**src/rtl/core/ps2mc_pkg.sv**
```systemverilog
// types and constants shared by the ps2 mouse packet cursor block
`timescale 1ns / 1ps
`default_nettype none

package ps2mc_pkg;

  localparam int unsigned LimitW  = 12;
  localparam int unsigned OutPosW = 12;
  localparam int unsigned BtnW    = 3;

  // configuration register indexes
  typedef enum logic {
    REG_X_LIMIT = 1'b0,
    REG_Y_LIMIT = 1'b1
  } reg_index_t;

  // where the next mouse byte falls in a packet
  typedef enum logic [1:0] {
    PH_HEAD   = 2'd0,
    PH_XDELTA = 2'd1,
    PH_YDELTA = 2'd2
  } phase_t;

  // head byte bits
  localparam int unsigned HeadSyncBit  = 3;
  localparam int unsigned HeadXSignBit = 4;
  localparam int unsigned HeadYSignBit = 5;
  localparam int unsigned BtnLeft      = 0;
  localparam int unsigned BtnRight     = 1;

  localparam logic [LimitW-1:0] XLimitReset = 12'd319;
  localparam logic [LimitW-1:0] YLimitReset = 12'd199;

endpackage

`default_nettype wire

```
**src/rtl/core/ps2_mouse_packet_cursor_core.sv**
```systemverilog
// ps2 mouse packet decoder with clamped cursor, top level
//
//  channel | handshake            | payload
//  --------+----------------------+-----------------------------------------------
//  in      | in_valid / in_ready  | rx_byte, from_aux
//  out     | out_valid/ out_ready | packet_done, sync_drop, cursor_x, cursor_y,
//          |                      | button_bits, left_click, right_click
//  cfg     | cfg_write            | cfg_index, cfg_data (no wait, no read-back)
//
// one beat in gives one beat out in the next cycle; a beat every cycle while out_ready is high.
// packet state and cursor update at input accept, the result lands in the
// output register. in_ready follows the output register: it drops only
// while a result is held and out_ready is low.
// rst (synchronous) restores limits 319/199, cursor 160/100, phase head.
`timescale 1ns / 1ps
`default_nettype none

module ps2_mouse_packet_cursor_core
  import ps2mc_pkg::*;
#(
  parameter int unsigned COORD_BITS = 12
) (
  input  wire logic                clk,
  input  wire logic                rst,
  input  wire logic                in_valid,
  output logic                     in_ready,
  input  wire logic [7:0]          rx_byte,
  input  wire logic                from_aux,
  output logic                     out_valid,
  input  wire logic                out_ready,
  output logic                     packet_done,
  output logic                     sync_drop,
  output logic [OutPosW-1:0]       cursor_x,
  output logic [OutPosW-1:0]       cursor_y,
  output logic [BtnW-1:0]          button_bits,
  output logic                     left_click,
  output logic                     right_click,
  input  wire logic                cfg_write,
  input  wire logic                cfg_index,
  input  wire logic [LimitW-1:0]   cfg_data
);

  localparam int unsigned PosW  = (COORD_BITS < OutPosW) ? COORD_BITS : OutPosW;
  localparam int unsigned SumW  = PosW + 2;
  localparam logic [LimitW-1:0] BoundCap = (COORD_BITS >= LimitW) ?
                                           {LimitW{1'b1}} :
                                           LimitW'((1 << COORD_BITS) - 1);
  localparam logic [PosW-1:0] PosXReset = PosW'(160);
  localparam logic [PosW-1:0] PosYReset = PosW'(100);

  function automatic logic [PosW-1:0] bound_of(input logic [LimitW-1:0] lim);
    logic [LimitW-1:0] b;
    b = (lim > BoundCap) ? BoundCap : lim;
    return PosW'(b);
  endfunction

  function automatic logic [PosW-1:0] clamp_sum(input logic signed [SumW-1:0] s,
                                                input logic [PosW-1:0] b);
    logic [PosW-1:0] r;
    if (s < 0) begin
      r = '0;
    end else if (s > $signed({2'b00, b})) begin
      r = b;
    end else begin
      r = s[PosW-1:0];
    end
    return r;
  endfunction

  logic [LimitW-1:0] x_limit, x_limit_next;
  logic [LimitW-1:0] y_limit, y_limit_next;
  phase_t            byte_phase, byte_phase_next;
  logic [7:0]        head_byte, head_byte_next;
  logic [7:0]        x_delta_byte, x_delta_byte_next;
  logic [PosW-1:0]   pos_x, pos_x_next;
  logic [PosW-1:0]   pos_y, pos_y_next;
  logic [BtnW-1:0]   held_buttons, held_buttons_next;
  logic [BtnW-1:0]   last_buttons, last_buttons_next;
  logic              done_next, drop_next;

  logic                   in_fire;
  logic signed [8:0]      dx, dy;
  logic signed [SumW-1:0] sum_x, sum_y;
  logic [PosW-1:0]        bound_x, bound_y, cfg_bound;

  assign in_ready = !out_valid || out_ready;
  assign in_fire  = in_valid && in_ready;

  assign dx      = {head_byte[HeadXSignBit], x_delta_byte};
  assign dy      = {head_byte[HeadYSignBit], rx_byte};
  assign sum_x   = $signed({2'b00, pos_x}) + SumW'(dx);
  assign sum_y   = $signed({2'b00, pos_y}) - SumW'(dy);
  assign bound_x = bound_of(x_limit);
  assign bound_y = bound_of(y_limit);
  assign cfg_bound = bound_of(cfg_data);

  // packet assembly, cursor update and limit register writes
  always_comb begin
    byte_phase_next   = byte_phase;
    head_byte_next    = head_byte;
    x_delta_byte_next = x_delta_byte;
    pos_x_next        = pos_x;
    pos_y_next        = pos_y;
    held_buttons_next = held_buttons;
    last_buttons_next = last_buttons;
    x_limit_next      = x_limit;
    y_limit_next      = y_limit;
    done_next         = 1'b0;
    drop_next         = 1'b0;
    if (in_fire && from_aux) begin
      case (byte_phase)
        PH_XDELTA: begin
          x_delta_byte_next = rx_byte;
          byte_phase_next   = PH_YDELTA;
        end
        PH_YDELTA: begin
          last_buttons_next = held_buttons;
          held_buttons_next = head_byte[BtnW-1:0];
          pos_x_next        = clamp_sum(sum_x, bound_x);
          pos_y_next        = clamp_sum(sum_y, bound_y);
          byte_phase_next   = PH_HEAD;
          done_next         = 1'b1;
        end
        default: begin
          if (rx_byte[HeadSyncBit]) begin
            head_byte_next  = rx_byte;
            byte_phase_next = PH_XDELTA;
          end else begin
            byte_phase_next = PH_HEAD;
            drop_next       = 1'b1;
          end
        end
      endcase
    end
    if (cfg_write) begin
      case (reg_index_t'(cfg_index))
        REG_X_LIMIT: begin
          x_limit_next = cfg_data;
          if (pos_x_next > cfg_bound) begin
            pos_x_next = cfg_bound;
          end
        end
        REG_Y_LIMIT: begin
          y_limit_next = cfg_data;
          if (pos_y_next > cfg_bound) begin
            pos_y_next = cfg_bound;
          end
        end
        default: begin
          x_limit_next = x_limit;
        end
      endcase
    end
  end

  always_ff @(posedge clk) begin
    if (rst) begin
      byte_phase <= PH_HEAD;
    end else begin
      byte_phase <= byte_phase_next;
    end
  end

  always_ff @(posedge clk) begin
    if (rst) begin
      x_limit      <= XLimitReset;
      y_limit      <= YLimitReset;
      head_byte    <= '0;
      x_delta_byte <= '0;
      pos_x        <= PosXReset;
      pos_y        <= PosYReset;
      held_buttons <= '0;
      last_buttons <= '0;
    end else begin
      x_limit      <= x_limit_next;
      y_limit      <= y_limit_next;
      head_byte    <= head_byte_next;
      x_delta_byte <= x_delta_byte_next;
      pos_x        <= pos_x_next;
      pos_y        <= pos_y_next;
      held_buttons <= held_buttons_next;
      last_buttons <= last_buttons_next;
    end
  end

  // result register
  always_ff @(posedge clk) begin
    if (rst) begin
      out_valid <= 1'b0;
    end else if (in_fire) begin
      out_valid <= 1'b1;
    end else if (out_ready) begin
      out_valid <= 1'b0;
    end
  end

  always_ff @(posedge clk) begin
    if (in_fire) begin
      packet_done <= done_next;
      sync_drop   <= drop_next;
      cursor_x    <= OutPosW'(pos_x_next);
      cursor_y    <= OutPosW'(pos_y_next);
      button_bits <= held_buttons_next;
      left_click  <= held_buttons_next[BtnLeft] && !last_buttons_next[BtnLeft];
      right_click <= held_buttons_next[BtnRight] && !last_buttons_next[BtnRight];
    end
  end

  a_one_outcome: assert property (@(posedge clk) disable iff (rst)
    out_valid |-> !(packet_done && sync_drop))
    else $error("packet_done and sync_drop together");

  a_pos_in_bounds: assert property (@(posedge clk) disable iff (rst)
    (pos_x <= bound_x) && (pos_y <= bound_y))
    else $error("cursor outside its bound");

  a_third_byte_done: assert property (@(posedge clk) disable iff (rst)
    (in_fire && from_aux && byte_phase == PH_YDELTA) |=> (out_valid && packet_done))
    else $error("third mouse byte did not complete a packet");

endmodule

`default_nettype wire

```
**config.mk**
```make
export PLATFORM = sky130hd
export DESIGN_NAME = ps2_mouse_packet_cursor_core
export DESIGN_NICKNAME = d
export VERILOG_FILES = /design/src/rtl/core/ps2mc_pkg.sv /design/src/rtl/core/ps2_mouse_packet_cursor_core.sv
export SDC_FILE = /design/constraint.sdc
export NUM_CORES = 1
export LEC_CHECK = 0
export BUFFER_PORTS_ARGS = -buffer_cell sky130_fd_sc_hd__buf_4
export CAP_MARGIN = 20
export CORE_MARGIN = 2
export CORE_UTILIZATION = 40
export CTS_BUF_LIST = sky130_fd_sc_hd__clkbuf_16
export CTS_CLUSTER_DIAMETER = 30
export DETAILED_ROUTE_END_ITERATION = 8
export PLACE_DENSITY = 0.66
export SYNTH_ARGS = -nofsm -noshare
export SYNTH_HDL_FRONTEND = slang
export SYNTH_SLANG_ARGS = --single-unit
```
**constraint.sdc**
```tcl
create_clock -name clk -period 8 [get_ports clk]
set_input_delay 1.2 -clock clk [delete_from_list [all_inputs] [get_ports clk]]
set_output_delay 1.2 -clock clk [all_outputs]
set_load 0.005 [all_outputs]
```
# [Yosys cells after proc, flatten, opt, wreduce, memory -nomap -nowiden]
# Index checks and enable logic that the tools add are counted.
[op_classes] n_mux=27 order_cmp=9 n_bitwise=3 n_reduce_logical=15 addsub=2 n_eq_ne=2
[ops] operator="$mux W12" count=17
[ops] operator="$gt A12 B12 Y1 const B" count=3
[ops] operator="$gt A14 B13 Y1" count=2
[ops] operator="$lt A14 B1 Y1 const B" count=2
[ops] operator="$gt A12 B12 Y1" count=2
[ops] operator="$add A13 B9 Y14" count=1
[ops] operator="$sub A13 B9 Y14" count=1
[ops] operator="$mux W3" count=2
[ops] operator="$reduce_and A2 Y1" count=3
[ops] operator="$mux W1" count=5
[ops] operator="$logic_and A1 B1 Y1" count=4
[ops] operator="$mux W2" count=2
[ops] operator="$pmux W2 S2" count=1
[ops] operator="$logic_not A1 Y1" count=3
[ops] operator="$not A1 Y1" count=3
[ops] operator="$reduce_and A3 Y1" count=1
[ops] operator="$reduce_or A3 Y1" count=1
[ops] operator="$eq A2 B1 Y1 const B" count=1
[ops] operator="$eq A2 B2 Y1 const B" count=1
[ops] operator="$reduce_bool A2 Y1" count=1
[ops] operator="$reduce_or A2 Y1" count=1
[ops] operator="$logic_or A1 B1 Y1" count=1
[totals] wordCells=75 output_inout_bits=33 reg_bits=101 in_bits=27

# [Logic depth before layout (Yosys ltp)]
[depth] depth_word=11 ltp_mapped=32 mapped_depth_nobuf=30

# [Least setup slack after synthesis]
# Ideal clock, no wire load.
[synth_timing] kind="in2reg" from="in rx_byte[0]" to="reg cursor_y[11] (data pin)" required_ns=7.740 cell_stages=25 arrival_ns=6.765 setup_slack_ns=0.975 n_path_buf=1 setup_time_ns=0.260 cell_sequence="ha_1 -> inv_1 -> fa_1 -> a21o_1 -> a221oi_1 -> a21oi_2 -> a31oi_1 -> xnor2_1 -> ha_1 -> nand2_1 -> or4b_1 -> o311a_1 -> o21ai_2 -> mux2_2 -> a22o_1 -> ha_1 -> nor2b_1 -> o21a_1 -> o21a_1 -> o21a_1 -> o21bai_1 -> a21oi_1 -> o41ai_1 -> clkbuf_1 -> mux2_2"
[synth_via] elab_chain_cells=10 elab_cells_between_ends=11 classes_between="add/sub (1); order compare (3); mux (7)"
[synth_lines] item="start: declaration" line_no="ps2_mouse_packet_cursor_core.sv:27" source="input wire logic [7:0] rx_byte,"
[synth_lines] item="$sub A13 B9 Y14 *" line_no="ps2_mouse_packet_cursor_core.sv:92" source="assign sum_y = $signed({2'b00, pos_y}) - SumW'(dy);"
[synth_lines] item="$gt A14 B13 Y1" line_no="ps2_mouse_packet_cursor_core.sv:62" source="end else if (s > $signed({2'b00, b})) begin"
[synth_lines] item="$mux W12" line_no="ps2_mouse_packet_cursor_core.sv:62"
[synth_lines] item="$mux W12 *" line_no="ps2_mouse_packet_cursor_core.sv:60" source="if (s < 0) begin"
[synth_lines] item="$mux W12 *" line_no="ps2_mouse_packet_cursor_core.sv:111" source="case (byte_phase)"
[synth_lines] item="$mux W12 *" line_no="ps2_mouse_packet_cursor_core.sv:110" source="if (in_fire && from_aux) begin"
[synth_lines] item="$gt A12 B12 Y1" line_no="ps2_mouse_packet_cursor_core.sv:145" source="if (pos_y_next > cfg_bound) begin"
[synth_lines] item="$mux W12" line_no="ps2_mouse_packet_cursor_core.sv:145"
[synth_lines] item="$mux W12" line_no="ps2_mouse_packet_cursor_core.sv:136" source="case (reg_index_t'(cfg_index))"
[synth_lines] item="$mux W12 *" line_no="ps2_mouse_packet_cursor_core.sv:135" source="if (cfg_write) begin"
[synth_lines] item="named net pos_y_next[11]" line_no="ps2_mouse_packet_cursor_core.sv:76" source="logic [PosW-1:0] pos_y, pos_y_next;"
[synth_lines] item="end signal: assignment" line_no="ps2_mouse_packet_cursor_core.sv:202" source="cursor_y <= OutPosW'(pos_y_next);"
[synth_lines] item="end: declaration" line_no="ps2_mouse_packet_cursor_core.sv:34" source="output logic [OutPosW-1:0] cursor_y,"
# The timed path passes the listed nets; every way through them passes the cells marked *.
# A chain may end at the register's enable or synchronous reset.

# [Worst setup path after layout]
[layout_timing] from="in rx_byte[0]" to="reg pos_y[3]"
[layout_via] elab_chain_cells=10 elab_cells_between_ends=11 classes_between="add/sub (1); order compare (3); mux (7)"
[layout_lines] item="$sub A13 B9 Y14 *" line_no="ps2_mouse_packet_cursor_core.sv:92"
[layout_lines] item="$gt A14 B13 Y1" line_no="ps2_mouse_packet_cursor_core.sv:62"
[layout_lines] item="$mux W12" line_no="ps2_mouse_packet_cursor_core.sv:62"
[layout_lines] item="$mux W12 *" line_no="ps2_mouse_packet_cursor_core.sv:60"
[layout_lines] item="$mux W12 *" line_no="ps2_mouse_packet_cursor_core.sv:111"
[layout_lines] item="$mux W12 *" line_no="ps2_mouse_packet_cursor_core.sv:110"
[layout_lines] item="$gt A12 B12 Y1" line_no="ps2_mouse_packet_cursor_core.sv:145"
[layout_lines] item="$mux W12" line_no="ps2_mouse_packet_cursor_core.sv:145"
[layout_lines] item="$mux W12" line_no="ps2_mouse_packet_cursor_core.sv:136"
[layout_lines] item="$mux W12 *" line_no="ps2_mouse_packet_cursor_core.sv:135"
[layout_lines] item="named net pos_y_next[3]" line_no="ps2_mouse_packet_cursor_core.sv:76"
[layout_lines] item="end signal: assignment" line_no="ps2_mouse_packet_cursor_core.sv:171" source="pos_y <= PosYReset;"
[layout_lines] item="end signal: assignment" line_no="ps2_mouse_packet_cursor_core.sv:180" source="pos_y <= pos_y_next;"
[layout_lines] item="end: declaration" line_no="ps2_mouse_packet_cursor_core.sv:76"
# Marked as above.

==> results.json <==
{
  "crit_start": "rx_byte[0]",
  "slew_violations": 0,
  "synth_most_common_cell": "nand2_1",
  "critical_path_class": "input pin to flip-flop",
  "clock-root-buffer": "clkbuf_16",
  "end_kind": "flip-flop",
  "cpPeakStageDelay_ps": 510,
  "clk_latency_ps": 360,
  "die_x_um": 135,
  "ys.warnings.count": 0,
  "critPathLaunchType": "input pin",
  "nets": 964,
  "finalWeightedCongestion": 0.938,
  "relSlewSlack": 0.290,
  "io_buffers": 59,
  "syn_to_final_growth_pct": 14.0,
  "path_clk_slew_ps": 70,
  "start_util": 0.411,
  "holdCritStartpoint": "last_buttons[1]",
  "p_sw_mw": 0.339,
  "rsz0062_at_grt": "false",
  "hp-class": "flip-flop to flip-flop",
  "antenna_found_initial": 0,
  "ir_worst_vdd_mv": 0.118,
  "min_to": "last_buttons[1]",
  "seqPwrFrac": 0.456,
  "max-cap-violations": 0,
  "holdWs_ps": 460,
  "dr_total_vias": 6237,
  "slowest_stage": "or4b_1",
  "drc": 0,
  "via_per_inst": 5.73,
  "first_iter_violations": 725,
  "power_switching_share": 0.281,
  "diodes": 0,
  "die_h_um": 135,
  "finClkSkew_ps": 8.37,
  "reg2reg_depth": 29,
  "async_flop_share": 0,
  "cp_num_buf_inv": 3,
  "cts_tree": "built",
  "place_hpwl_um": 15200,
  "grt_pass1_vias": 5631,
  "hold_depth": 2,
  "drtPass1Iterations": 5,
  "ys_top_cells_by_count": "108 x nand2_1, 72 x ha_1, 69 x dfxtp_1",
  "fmaxAchievable_mhz": 143,
  "io_pins": 60,
  "wire_per_inst_um": 18.4,
  "synth_cell_types": 70,
  "syn_nets": 920,
  "p_leak_nw": 3.32,
  "netlist_area_um2": 6840,
  "cts_resized": 0,
  "fin_crit_ps": 6990,
  "drive_gt1_frac": 0.118,
  "worst_ep_arrival_time_ps": 7290,
  "gr-usage-all-layers": 0.222,
  "reg2reg_to": "pos_x[1]",
  "crit_family": "compound AO/OA/AOI/OAI gates",
  "p_per_area_nw_per_um2": 155,
  "ctsHoldBuffers": 0,
  "dieArea_um2": 18200,
  "synth_seq_area_share": 0.338,
  "power.internal_mw": 0.866,
  "clkSinkCount": 100,
  "r2r_setup_slack_ps": 1110,
  "place_ws_ps": 693,
  "reg2reg_from": "x_delta_byte[0]",
  "worst_slew_pin_slew_ps": 1060,
  "setup_tns_ps": 0,
  "grt_max_degree": 53,
  "cts_htree_levels": 3,
  "core_area_um2": 16600,
  "ant_nets": 0,
  "syn_avg_cell_area_um2": 8.35,
  "clock_power_share": 0.375,
  "synth_top_area_share": 0.202,
  "setup_viol": 0,
  "status": "complete, no violations",
  "synth-edff-count": 31,
  "core.rowCount": 47,
  "netlist_instances": 819,
  "worstPathRequired_ps": 8290,
  "fin_ws_ps": 1010,
  "ys_seq_elements": 100,
  "cts_buffers": 9,
  "path_max_fanout": 12,
  "yosys_most_used_dff": "dfxtp_1",
  "min_period_over_period": 0.874,
  "hold_viol": 0,
  "synth_top_cell_by_area": "dfxtp_1",
  "routed_wl_um": 20000,
  "clockBufferDepth": 2,
  "grt_pass1_wl_um": 30800,
  "grt_overflow": 0,
  "power_frac_comb": 0.169,
  "synthTopCellsByArea": "dfxtp_1 20%, edfxtp_1 14%, ha_1 13%",
  "postCtsSetupBuffers": 0
}
-- tightest hold or removal path, delay by kind of cell (launching register included) --
family	cells	cell delay [ps]
AOI/OAI and AO/OA	1	50
and+or+nand+nor	1	50
DFF	1	310
-- worst max path at each step --
stage          cells past startpoint            to  slack, ps
6_report                          28      pos_y[3]       1010
5_1_grt                           28      pos_y[9]        610
4_1_cts                           28      pos_y[3]       1040
3_5_place_dp                      28      pos_y[3]        690
3_3_place_gp                      28      pos_y[9]        780
2_1_floorplan                     25  cursor_y[11]        970
-- through the flow --
stage                     area [um2]  cells  utilization  power, mW
after floorplan                 6840    819            -      0.691
after global placement          7490   1072        0.450      0.759
after detailed placement        7490   1072        0.450      0.761
after CTS                       7790   1088        0.468       1.21
after global routing            7790   1088        0.468       1.26
final                           7790   1088        0.468       1.21
-- power groups by stage --
| stage | Sequential [mW] | Clock [mW] | Combinational [mW] |
|---|---|---|---|
| floorplan | 0.558 | 0 | 0.133 |
| global placement | 0.561 | 0 | 0.199 |
| detailed placement | 0.561 | 0 | 0.201 |
| CTS | 0.549 | 0.463 | 0.202 |
| global route | 0.551 | 0.481 | 0.224 |
| finish | 0.549 | 0.452 | 0.204 |
-- layout make-up --
class,instances,area [um2]
inverters,66,248
clock inverters,7,75.1
well taps,220,275
fillers,1649,8850
clock buffers,9,225
repair buffers,67,503
multi-input cells,619,4160
flip-flops and latches,100,2310
-- cells in the final DEF, fill, tap and decap left out, types with 5 or more instances in the layout --
cell type,instances
o21ai_0,54
o211ai_1,19
o21a_1,17
o221ai_1,10
nor3_1,20
edfxtp_1,31
nand4_1,8
a211oi_1,5
a31oi_1,13
a21o_1,6
nand2_1,108
and2_1,13
nand3_1,24
inv_1,65
nor2_1,46
a21oi_1,62
nor2b_1,8
xnor2_1,17
nor4_1,5
nand2b_1,9
buf_4,67
mux2i_1,23
clkbuf_16,9
dfxtp_1,69
ha_1,72
o21ai_1,5
-- layer usage --
metal | wire, um | GRT usage | vias to the layer above
li1 | - | - | 3041
met1 | 8920 | 0.306 | 2914
met2 | 8810 | 0.339 | 256
met3 | 1990 | 0.0683 | 26
met4 | 318 | 0.0573 | 0
met5 | 0 | 0 | -
-- cell families (layout without fill, tap and decap cells) --
family / after synthesis / count (layout) / share of synthesized area
flops: 100 / 100 / 0.338
mux: 27 / 27 / 0.0408
fa+ha+maj: 74 / 74 / 0.138
buf+inv: 100 / 149 / 0.0573
compound gates: 234 / 234 / 0.220
xor+xnor: 20 / 20 / 0.0256
simple gates: 264 / 264 / 0.181
-- sequential cells by signal, indices dropped and copies added, names as in the netlist --
register	cells
byte_phase	2
packet_done	1
y_limit	12
cursor_x	12
x_delta_byte	8
right_click	1
button_bits	3
out_valid	1
left_click	1
sync_drop	1
cursor_y	12
x_limit	12
pos_y	12
held_buttons	3
head_byte	5
pos_x	12
last_buttons	2
(Power assumes the default switching activity.)
